File: src/rtl/core/pirl_pkg.sv
package pirl_pkg;

    localparam int FUNC_W  = 2;
    localparam int POS_W   = 5;
    localparam int VALUE_W = 32;
    localparam int LEN_W   = 5;
    localparam int STAT_W  = 2;

    localparam int S_TDATA_W = 40;
    localparam int M_TDATA_W = 40;

    localparam logic [FUNC_W-1:0] FN_READ   = 2'd0;
    localparam logic [FUNC_W-1:0] FN_INSERT = 2'd1;
    localparam logic [FUNC_W-1:0] FN_REMOVE = 2'd2;

    localparam logic [STAT_W-1:0] ST_OK     = 2'd0;
    localparam logic [STAT_W-1:0] ST_BOUNDS = 2'd1;
    localparam logic [STAT_W-1:0] ST_FULL   = 2'd2;

    // broadcast to every cell
    typedef struct packed {
        logic             insert;
        logic             remove;
        logic [POS_W-1:0] pos;
    } shift_cmd_t;

endpackage

File: src/rtl/core/pirl_cell.sv
module pirl_cell #(
    parameter int WORD_WIDTH = 32,
    parameter int INDEX_W    = 4,
    parameter int INDEX      = 0
) (
    input  logic                  aclk,
    input  pirl_pkg::shift_cmd_t  cmd,
    input  logic [WORD_WIDTH-1:0] ins_word,
    input  logic [WORD_WIDTH-1:0] left_word,
    input  logic [WORD_WIDTH-1:0] right_word,
    output logic [WORD_WIDTH-1:0] word
);

    localparam int CMP_W = (INDEX_W > pirl_pkg::POS_W) ? INDEX_W : pirl_pkg::POS_W;

    logic [CMP_W-1:0]      pos_ext;
    logic [CMP_W-1:0]      idx_ext;
    logic [WORD_WIDTH-1:0] word_reg;
    logic [WORD_WIDTH-1:0] word_next;

    assign pos_ext = CMP_W'(cmd.pos);
    assign idx_ext = CMP_W'(INDEX);

    always_comb begin
        word_next = word_reg;
        if (cmd.insert) begin
            if (idx_ext > pos_ext) begin
                word_next = left_word;
            end else if (idx_ext == pos_ext) begin
                word_next = ins_word;
            end
        end else if (cmd.remove) begin
            if (idx_ext >= pos_ext) begin
                word_next = right_word;
            end
        end
    end

    always_ff @(posedge aclk) begin
        word_reg <= word_next;
    end

    assign word = word_reg;

endmodule

File: src/rtl/core/pirl_ctrl.sv
module pirl_ctrl #(
    parameter int CAPACITY = 16,
    parameter int CNT_W    = 5
) (
    input  logic [pirl_pkg::FUNC_W-1:0] func,
    input  logic [pirl_pkg::POS_W-1:0]  position,
    input  logic [CNT_W-1:0]            count,
    output pirl_pkg::shift_cmd_t        cmd,
    output logic                        rd_ok,
    output logic [pirl_pkg::STAT_W-1:0] status,
    output logic [CNT_W-1:0]            count_next
);

    localparam int CMP_W = (CNT_W > pirl_pkg::POS_W) ? CNT_W : pirl_pkg::POS_W;

    logic [CMP_W-1:0] pos_ext;
    logic [CMP_W-1:0] cnt_ext;
    logic             full;

    assign pos_ext = CMP_W'(position);
    assign cnt_ext = CMP_W'(count);
    assign full    = (count == CNT_W'(CAPACITY));

    always_comb begin
        cmd.insert = 1'b0;
        cmd.remove = 1'b0;
        cmd.pos    = position;
        rd_ok      = 1'b0;
        status     = pirl_pkg::ST_OK;
        count_next = count;
        unique case (func)
            pirl_pkg::FN_READ: begin
                if (pos_ext >= cnt_ext) begin
                    status = pirl_pkg::ST_BOUNDS;
                end else begin
                    rd_ok = 1'b1;
                end
            end
            pirl_pkg::FN_INSERT: begin
                if (pos_ext > cnt_ext) begin
                    status = pirl_pkg::ST_BOUNDS;
                end else if (full) begin
                    status = pirl_pkg::ST_FULL;
                end else begin
                    cmd.insert = 1'b1;
                    count_next = count + CNT_W'(1);
                end
            end
            pirl_pkg::FN_REMOVE: begin
                if (pos_ext >= cnt_ext) begin
                    status = pirl_pkg::ST_BOUNDS;
                end else begin
                    cmd.remove = 1'b1;
                    count_next = count - CNT_W'(1);
                end
            end
            default: begin
            end
        endcase
    end

endmodule

File: src/rtl/core/positional_insert_remove_list.sv
// Positional insert/remove list: an ordered list of up to CAPACITY words.
// Input channel (s_*): one word per operation, read, insert before or
// remove at a position. Result channel (m_*): one word per operation with
// the element read (zero unless a good read), the length afterwards and a
// status (ok, position out of bounds, list full on insert).
// Storage is a row of cells, one per list entry; an insert or remove loads
// every affected cell from a neighbor or the new word in the same cycle.
// The result is registered and valid the cycle after the input word
// is taken. Throughput: one operation per cycle, limited only by the
// single output register; the next input is taken in the same cycle the
// held result is taken.
// Reset (aresetn low, synchronous) empties the list and drops any pending
// result; cell contents are not cleared and are never read before written.
// When the receiver holds m_tready low, the result stays in the output
// register and s_tready drops until it is taken.
module positional_insert_remove_list #(
    parameter int CAPACITY   = 16,
    parameter int WORD_WIDTH = 32
) (
    input  logic                              aclk,
    input  logic                              aresetn,
    input  logic                              s_tvalid,
    output logic                              s_tready,
    // func[1:0], position[6:2], value[38:7], zero fill
    input  logic [pirl_pkg::S_TDATA_W-1:0]    s_tdata,
    output logic                              m_tvalid,
    input  logic                              m_tready,
    // read_value[31:0], length[36:32], status[38:37], zero fill
    output logic [pirl_pkg::M_TDATA_W-1:0]    m_tdata
);

    localparam int CNT_W = $clog2(CAPACITY + 1);
    localparam int IDX_W = $clog2(CAPACITY);

    logic [pirl_pkg::FUNC_W-1:0]  in_func;
    logic [pirl_pkg::POS_W-1:0]   in_pos;
    logic [pirl_pkg::VALUE_W-1:0] in_value;
    logic                         s_acc;

    logic [CNT_W-1:0]             count_reg;
    logic [CNT_W-1:0]             count_next;
    pirl_pkg::shift_cmd_t         ctrl_cmd;
    pirl_pkg::shift_cmd_t         cell_cmd;
    logic                         rd_ok;
    logic [pirl_pkg::STAT_W-1:0]  status;

    logic [WORD_WIDTH-1:0]        ins_word;
    logic [WORD_WIDTH-1:0]        cell_word [CAPACITY];
    logic [WORD_WIDTH-1:0]        rd_word;
    logic [IDX_W-1:0]             rd_idx;
    logic [pirl_pkg::VALUE_W-1:0] rd_value;

    logic                         m_tvalid_reg;
    logic                         m_tvalid_next;
    logic [pirl_pkg::M_TDATA_W-1:0] m_tdata_reg;

    assign in_func  = s_tdata[1:0];
    assign in_pos   = s_tdata[6:2];
    assign in_value = s_tdata[38:7];

    assign s_tready = !m_tvalid_reg || m_tready;
    assign s_acc    = s_tvalid && s_tready;

    pirl_ctrl #(
        .CAPACITY (CAPACITY),
        .CNT_W    (CNT_W)
    ) u_ctrl (
        .func       (in_func),
        .position   (in_pos),
        .count      (count_reg),
        .cmd        (ctrl_cmd),
        .rd_ok      (rd_ok),
        .status     (status),
        .count_next (count_next)
    );

    always_comb begin
        cell_cmd        = ctrl_cmd;
        cell_cmd.insert = ctrl_cmd.insert && s_acc;
        cell_cmd.remove = ctrl_cmd.remove && s_acc;
    end

    assign ins_word = WORD_WIDTH'(in_value);

    for (genvar i = 0; i < CAPACITY; i++) begin : g_cell
        logic [WORD_WIDTH-1:0] left_word;
        logic [WORD_WIDTH-1:0] right_word;

        if (i == 0) begin : g_first
            assign left_word = ins_word;
        end else begin : g_mid_l
            assign left_word = cell_word[i-1];
        end
        if (i == CAPACITY - 1) begin : g_last
            assign right_word = cell_word[i];
        end else begin : g_mid_r
            assign right_word = cell_word[i+1];
        end

        pirl_cell #(
            .WORD_WIDTH (WORD_WIDTH),
            .INDEX_W    (IDX_W),
            .INDEX      (i)
        ) u_cell (
            .aclk       (aclk),
            .cmd        (cell_cmd),
            .ins_word   (ins_word),
            .left_word  (left_word),
            .right_word (right_word),
            .word       (cell_word[i])
        );
    end

    // out-of-range index only when rd_ok is low
    assign rd_idx   = IDX_W'(in_pos);
    assign rd_word  = cell_word[rd_idx];
    assign rd_value = rd_ok ? pirl_pkg::VALUE_W'(rd_word) : '0;

    always_comb begin
        m_tvalid_next = m_tvalid_reg;
        if (s_acc) begin
            m_tvalid_next = 1'b1;
        end else if (m_tready) begin
            m_tvalid_next = 1'b0;
        end
    end

    always_ff @(posedge aclk) begin
        if (!aresetn) begin
            count_reg    <= '0;
            m_tvalid_reg <= 1'b0;
        end else begin
            m_tvalid_reg <= m_tvalid_next;
            if (s_acc) begin
                count_reg <= count_next;
            end
        end
    end

    always_ff @(posedge aclk) begin
        if (s_acc) begin
            m_tdata_reg <= {1'b0, status, pirl_pkg::LEN_W'(count_next), rd_value};
        end
    end

    assign m_tvalid = m_tvalid_reg;
    assign m_tdata  = m_tdata_reg;

    a_count_cap: assert property (@(posedge aclk) disable iff (!aresetn)
        count_reg <= CNT_W'(CAPACITY))
        else $error("list length above capacity");

    a_insert_grows: assert property (@(posedge aclk) disable iff (!aresetn)
        s_acc && ctrl_cmd.insert |=> count_reg == $past(count_reg) + CNT_W'(1))
        else $error("insert did not grow the list");

    a_reject_holds: assert property (@(posedge aclk) disable iff (!aresetn)
        s_acc && (status != pirl_pkg::ST_OK) |=> $stable(count_reg))
        else $error("rejected operation changed the length");

    a_no_both: assert property (@(posedge aclk) disable iff (!aresetn)
        !(cell_cmd.insert && cell_cmd.remove))
        else $error("insert and remove at once");

endmodule
File: config.mk
export PLATFORM = sky130hd
export DESIGN_NAME = positional_insert_remove_list
export DESIGN_NICKNAME = d
export VERILOG_FILES = /design/src/rtl/core/pirl_pkg.sv /design/src/rtl/core/pirl_cell.sv /design/src/rtl/core/pirl_ctrl.sv /design/src/rtl/core/positional_insert_remove_list.sv
export SDC_FILE = /design/constraint.sdc
export NUM_CORES = 1
export LEC_CHECK = 0
export ABC_AREA = 1
export BUFFER_PORTS_ARGS = -buffer_cell sky130_fd_sc_hd__buf_4
export CORE_UTILIZATION = 45
export DETAILED_ROUTE_END_ITERATION = 6
export PLACE_DENSITY_LB_ADDON = 0.15
export SYNTH_ARGS = -nofsm -noshare
export SYNTH_HDL_FRONTEND = slang
export SYNTH_SLANG_ARGS = --single-unit
File: constraint.sdc
create_clock -name aclk -period 10.7 [get_ports aclk]
set_clock_uncertainty 0.2 [all_clocks]
set_input_delay 1.605 -clock aclk [delete_from_list [all_inputs] [get_ports aclk]]
set_output_delay 1.605 -clock aclk [all_outputs]
set_load 0.02 [all_outputs]
==> Word level (Yosys, flattened, before mapping) <==
Index checks and enable logic that the tools add are counted.
{ "totals": {"reg_bits": 557, "latchBits": 0, "ramBits": 0, "romBits": 0, "in_bits": 44, "elab_cells": 228, "n_memories": 0} }
{ "op_classes": {"n_addsub": 2, "mul": 0, "n_div": 0, "n_lt_le_gt_ge": 34, "eq_ne": 33, "shift": 0, "n_mux": 96, "n_bitwise": 1, "n_reduce_logical": 42} }
{ "ops": {"columns": ["operator", "count"], "rows": [
  ["32-bit two-way mux", 79],
  ["32-bit binary-select mux with 4-bit select", 1],
  ["3-bit by 1-bit inequality test with 1-bit output (second input constant)", 15],
  ["3-bit AND reduction", 15],
  ["4-bit by 5-bit == test with 1-bit output (first input constant)", 8],
  ["4-bit by 5-bit > comparator with 1-bit output (first input constant)", 8],
  ["2-bit nonzero test", 18],
  ["4-bit by 5-bit greater-or-equal comparator with 1-bit output (first input constant)", 7],
  ["3-bit by 5-bit == test with 1-bit output (first input constant)", 4],
  ["3-bit by 5-bit greater-or-equal comparator with 1-bit output (first input constant)", 4],
  ["3-bit by 5-bit > comparator with 1-bit output (first input constant)", 4],
  ["5-bit two-way mux", 3],
  ["2-bit by 5-bit == test with 1-bit output (first input constant)", 2],
  ["1-bit by 5-bit greater-or-equal comparator with 1-bit output (first input constant)", 2],
  ["2-bit by 5-bit greater-or-equal comparator with 1-bit output (first input constant)", 2],
  ["1-bit by 5-bit > comparator with 1-bit output (first input constant)", 2],
  ["2-bit by 5-bit > comparator with 1-bit output (first input constant)", 2],
  ["5-bit one-hot mux with 2 select lines", 1],
  ["1-bit two-way mux", 9],
  ["5-bit by 1-bit adder with 5-bit output (second input constant)", 1],
  ["1-bit by 5-bit == test with 1-bit output (first input constant)", 1],
  ["5-bit == test (second input constant)", 1],
  ["5-bit greater-or-equal comparator", 1],
  ["5-bit greater-or-equal comparator (second input constant)", 1],
  ["other kinds (14)", 17]
]} }

==> Logic depth before layout (Yosys ltp) <==
{ "depth": {"depth_word": 7, "ltp_mapped": 17, "ltp_nobuf": 12} }

==> Hierarchy <==
Synthesis repeated with hierarchy kept, for this count alone.
{ "unflattened": {"hier_cells": 6049, "area_unflattened_um2": 41737.5} }
{ "by_module_without_submodules": {"columns": ["module", "instances", "cells_each", "area_each_um2"], "rows": [
  ["positional_insert_remove_list", 1, 1560, 7686.1],
  ["pirl_cell (g_cell[9].u_cell)", 1, 281, 2602.5],
  ["pirl_cell (g_cell[5].u_cell)", 1, 282, 2593.7],
  ["pirl_cell (g_cell[10].u_cell)", 1, 288, 2104.5],
  ["pirl_cell (g_cell[15].u_cell)", 1, 282, 2102.0],
  ["pirl_cell (g_cell[1].u_cell)", 1, 281, 2092.0],
  ["pirl_cell (g_cell[12].u_cell)", 1, 280, 2070.7],
  ["pirl_cell (g_cell[3].u_cell)", 1, 281, 2067.0],
  ["pirl_cell (g_cell[6].u_cell)", 1, 279, 2033.2],
  ["pirl_cell (g_cell[13].u_cell)", 1, 284, 2030.7],
  ["pirl_cell (g_cell[4].u_cell)", 1, 280, 2030.7],
  ["pirl_cell (g_cell[7].u_cell)", 1, 277, 2030.7],
  ["pirl_cell (g_cell[14].u_cell)", 1, 280, 2020.7],
  ["pirl_cell (g_cell[8].u_cell)", 1, 279, 2014.4],
  ["+4 rows", null, null, null]
]} }

==> Least setup slack after synthesis <==
Ideal clock, no wire load.
{ "synth_path": {"path_kind": "input-to-reg", "from": "input s_tdata[2] (netlist name)", "to": "register g_cell[3].u_cell.word_reg[0], enable pin", "setup_time_ns": 0.461, "t_arrival_ns": 5.629, "t_required_ns": 10.039, "setup_slack_ns": 4.410, "stages": 15, "n_path_buf": 5, "path_cell_list": "inv_2 buf_2 buf_6 buf_2 buf_1 ha_1 inv_1 nand2_4 nand3_4 nand2_4 nand4_4 buf_8 o21ai_0 inv_1 nor3_1"} }
{ "synth_via": {"elab_chain_len": 6, "word_cells_on_any_way": 15, "cone_classes": "order compare: 4; eq/ne: 2; mux: 4; reduce/logical: 5"} }
{ "synth_lines": {"columns": ["element", "line", "rtl"], "rows": [
  ["start: declaration", "positional_insert_remove_list.sv:25", "input logic [pirl_pkg::S_TDATA_W-1:0] s_tdata,"],
  ["5-bit > comparator / 5-bit greater-or-equal comparator (equally long branches)", "pirl_ctrl.sv:40, pirl_ctrl.sv:50", null],
  ["1-bit two-way mux, on equally long branches", "pirl_ctrl.sv:40, pirl_ctrl.sv:50", null],
  ["1-bit two-way mux", "pirl_ctrl.sv:31", "unique case (func)"],
  ["1-bit logical AND, on equally long branches", "positional_insert_remove_list.sv:79, positional_insert_remove_list.sv:80", null],
  ["3-bit by 1-bit inequality test with 1-bit output (no source line) / 2-bit nonzero test (equally long branches)", null, null],
  ["3-bit AND reduction (no source line) (*)", null, null],
  ["end signal: assignment", "pirl_cell.sv:40", "word_reg <= word_next;"],
  ["end: declaration", "pirl_cell.sv:18", "logic [WORD_WIDTH-1:0] word_reg;"]
]} }
Mark *: on every way between the ends. The rest lies on a longest branch, timed or not.
A chain may end at the register's enable or synchronous reset.

==> Worst setup path in the final report <==
{ "layout_path": {"from": "input s_tdata[2] (netlist name)", "to": "register g_cell[1].u_cell.word_reg[12] (data pin)"} }
{ "layout_via": {"elab_chain_len": 5, "word_cells_on_any_way": 7, "cone_classes": "order compare: 2; mux: 4; reduce/logical: 1"} }
{ "layout_lines": {"columns": ["element", "line", "rtl"], "rows": [
  ["5-bit > comparator", "pirl_ctrl.sv:40", "if (pos_ext > cnt_ext) begin"],
  ["1-bit two-way mux", "pirl_ctrl.sv:40", null],
  ["1-bit two-way mux", "pirl_ctrl.sv:31", null],
  ["1-bit logical AND", "positional_insert_remove_list.sv:79", "cell_cmd.insert = ctrl_cmd.insert && s_acc;"],
  ["32-bit two-way mux (*)", "pirl_cell.sv:26", "if (cmd.insert) begin"],
  ["via g_cell[1].u_cell.word_next[12]", "pirl_cell.sv:19", "logic [WORD_WIDTH-1:0] word_next;"],
  ["end signal: assignment", "pirl_cell.sv:40", null],
  ["end: declaration", "pirl_cell.sv:18", null]
]} }
Mark *: on every way through the listed nets, which the timed path passes. The rest lies on a longest branch.

==> impl_results.md <==
- Status: finished clean
- Placed cell areas: 35800 um2
- # Post-CTS Setup Buffers: 0
- Max Slew Vio Count: 0
- Nets: 3692
- GP Congestion: just over 0.8
- Internal Power: 3.83 mW
- Type of element launching the critical path: input port
- Leakage: 14.2 nW
- Resize count post-CTS: 0
- Register area share after synthesis: between 40% and 50%
- Critical Path Max Stage Delay: 0.84 ns
- Overall Global Routing Usage: 28.0%
- Final Cell Area: 37800 um2
- # IOs: 86
- DRC: 0
- TritonCTS Buffers: 66
- Power density cells: approximately 140 nW/um2
- Setup crit end kind: register
- Crit-path slowest cell: buf_4
- Final antenna-violating net count: 0
- Hold Fails Final Rpt: 0
- Vias in the first global route: about 26000
- Clk sinks: 557
- CORE AREA: 77500 um2
- Iteration-0 DRC count of the detailed router: 3075
- Yosys top cell area share: 46.9%
- Max FFs per register: 512
- Max rail drop VDD: ~0.000096 V
- Reg power frac: between 40% and 50%
- CP top delay family: buffers and inverters
- RSZ-0062 raised after global routing: false
- Maximum root-to-sink buffer count: 3
- Post-Syn Nets: 3822
- Synthesized flop and latch total: 557
- Gr ovfl total: 0
- WL per Instance: between 20 and 25 um
- Mean Syn Cell Area: 9.37 um2
- Antenna violations before repair: 2
- Arrival @ worst endpoint: around 6.0 ns
- Synth Cell Area: 35300 um2
- I/O Buffers: between 80 and 90
- Worst-Margin Slew: between 1 and 1.5 ns
- Number of fillers in the final layout: 7416
- DP HPWL: 61.3 mm
- Crit-path cells: buf_6 -> inv_8 -> ha_1 -> inv_1 -> nand2_4 -> nand3_4 -> nand2_4 -> nand4_4 -> buf_4 -> buf_4 -> buf_4 -> o21ai_0
- Die H: 282 um
- Period utilization: roughly 55%
- Synth-to-layout area growth: 7.12%
- Setup CP Type: in -> reg
- Synth unique cells: 43
- Sum of negative setup slack: 0 ns
- Largest net degree at the start of global routing: between 150 and 200
- Starting density of the core: between 40 and 50%
- Vias after detailed routing: 27700
- Worst Path Buf+Inv: 6
- Max-Cap Viols: 0
- WL final: 111 mm
- Die Wd: 282 um
- Hold buffer count at CTS: 0
- Most frequent cell on the critical path: buf_4
- Final setup violation count: 0
- Gate Count Post-Synth: about 3800
- Worst-path clk slew: around 0.06 ns
- P_sw: 1.46 mW
- Row count: 102
- Synth top area cells: edfxtp_1, o211ai_2, nand2_1
- Min-Delay Path Class: reg -> reg
- Die ar.: 79500 um2
- Drt pass-1 iters: 6
- Period minus WS final: 5.84 ns
- Required time worst endpoint: 10.81 ns
- Sw frac: 27.6%
- Ys Warns: 0
- Worst-skew pair later-pin latency: 0.61 ns
- H-Tree Depth: 3
- Share of layout cells above drive strength 1: 23.3%
- Drt via density: around 5.9
- CTS root buf: clkbuf_16
- Cell type with the largest total area after synthesis: edfxtp_1
- Gate power share: a little over an eighth
- Crit-path max FO: 139
- Wire length of the first global-routing pass: 166 mm
- FMAX: 0.171 GHz
- Relative slew slack: 24.8%
- Power share of the clock group: 40.4%
- CTS tree: yes
## layout by cell type (no fill, tap or decap), types with 3 or more instances in the layout
cell       count
nand2_1      765
edfxtp_1     551
o21ai_0      469
inv_1        403
o21ai_2      293
o211ai_2     285
a21oi_1      257
buf_4        133
o21ai_1      106
clkbuf_16     70
nor2_1        69
nand3_1       38
nand4_1       35
o221ai_1      32
a22oi_1       26
clkbuf_1      23
nor2_4        20
clkinv_1      14
ha_1          12
clkinv_2      10
inv_2          8
dfxtp_1        6
nand2_2        5
nand2_4        5
xor2_1         5
nand3_2        5
mux2i_1        5
o211ai_1       4
buf_12         4
o21ai_4        3
## final cells by class
class	instances	area, um2	area share [%]
antenna	1	2.50	0.00662
clock buffer	94	1850	4.90
clock inverter	21	96.3	0.255
inverter	420	1620	4.29
multi-input combinational	2453	15200	40.1
sequential	557	16700	44.1
tap	1040	1300	3.44
timing repair buffer	138	1090	2.88
## worst reg2reg max path: stages, from the launching register on
cell and delay (ns):
dfxtp_1 0.48, inv_1 0.15, ha_1 0.31, nand2_1 0.08, nor2_4 0.14, nand2_4 0.09, nand3_4 0.12, nand2_4 0.11
nand4_4 0.07, buf_4 0.56, buf_4 0.84, buf_4 0.92, o21ai_0 0.25
## per-stage QoR
stage / hold slack [ns] / worst slack (ns) / util (%) / total power [mW] / std cells
after CTS: 0.347 / 5.04 / 48.8 / 5.33 / 4723
after detailed placement: 0.337 / 4.40 / 46.3 / 3.19 / 4608
final: 0.348 / 4.86 / 48.8 / 5.29 / 4724
after floorplan: 0.319 / 4.41 / - / 3.00 / 3766
after global routing: 0.365 / 4.72 / 48.8 / 5.46 / 4724
after global placement: 0.333 / 4.39 / 46.3 / 3.18 / 4608
## power groups by stage
| stage | registers (mW) | logic, mW | clock network, mW |
|---|---|---|---|
| 6_report | 2.46 | 0.690 | 2.14 |
| 5_1_grt | 2.47 | 0.749 | 2.25 |
| 4_1_cts | 2.46 | 0.684 | 2.18 |
| 3_5_place_dp | 2.51 | 0.683 | 0 |
| 3_3_place_gp | 2.51 | 0.675 | 0 |
| 2_1_floorplan | 2.52 | 0.476 | 0 |
## synth_stat cells, drive strengths merged
cell type  count
a22oi         26
nand2        775
o221ai        32
o21ai        871
a31oi          1
buf          215
conb           1
a21oi        260
nor2          90
nor3           2
nand4         36
nand3         44
xor2           5
o211ai       289
inv          419
edfxtp       551
xnor2          1
dfxtp          6
or2            2
ha            12
clkbuf       121
mux2i          5
clkinv         1
a21boi         1
## logic make-up after synthesis
logic type / count (synthesis) / synth area share (%)
other: 1 / 0.0106
flip-flops: 557 / 47.2
AO/OA/AOI/OAI: 1480 / 30.8
buffers and inverters: 756 / 10.4
XOR/XNOR: 6 / 0.149
multiplexers: 5 / 0.142
adder cells (fa/ha/maj): 12 / 0.426
AND/OR/NAND/NOR: 949 / 10.9
## metal layers
metal	up-vias	track usage (%)	share of wire, %
li1	13000	-	-
met1	13400	39.1	43
met2	1129	45.8	46
met3	165	3.78	7.9
met4	6	7.26	2.2
met5	-	0	0.035
## final timing paths
path,cells after the start,start,slack [ns],endpoint
max reg2reg,12,count_reg[2],6.08,g_cell[1].u_cell.word[12]
min reg2reg,2,g_cell[15].u_cell.word[27],0.35,g_cell[14].u_cell.word[27]
max,12,s_tdata[2],4.86,g_cell[1].u_cell.word[12]
min,2,g_cell[15].u_cell.word[27],0.35,g_cell[14].u_cell.word[27]
No activity file was read; power rests on OpenSTA's default activity.
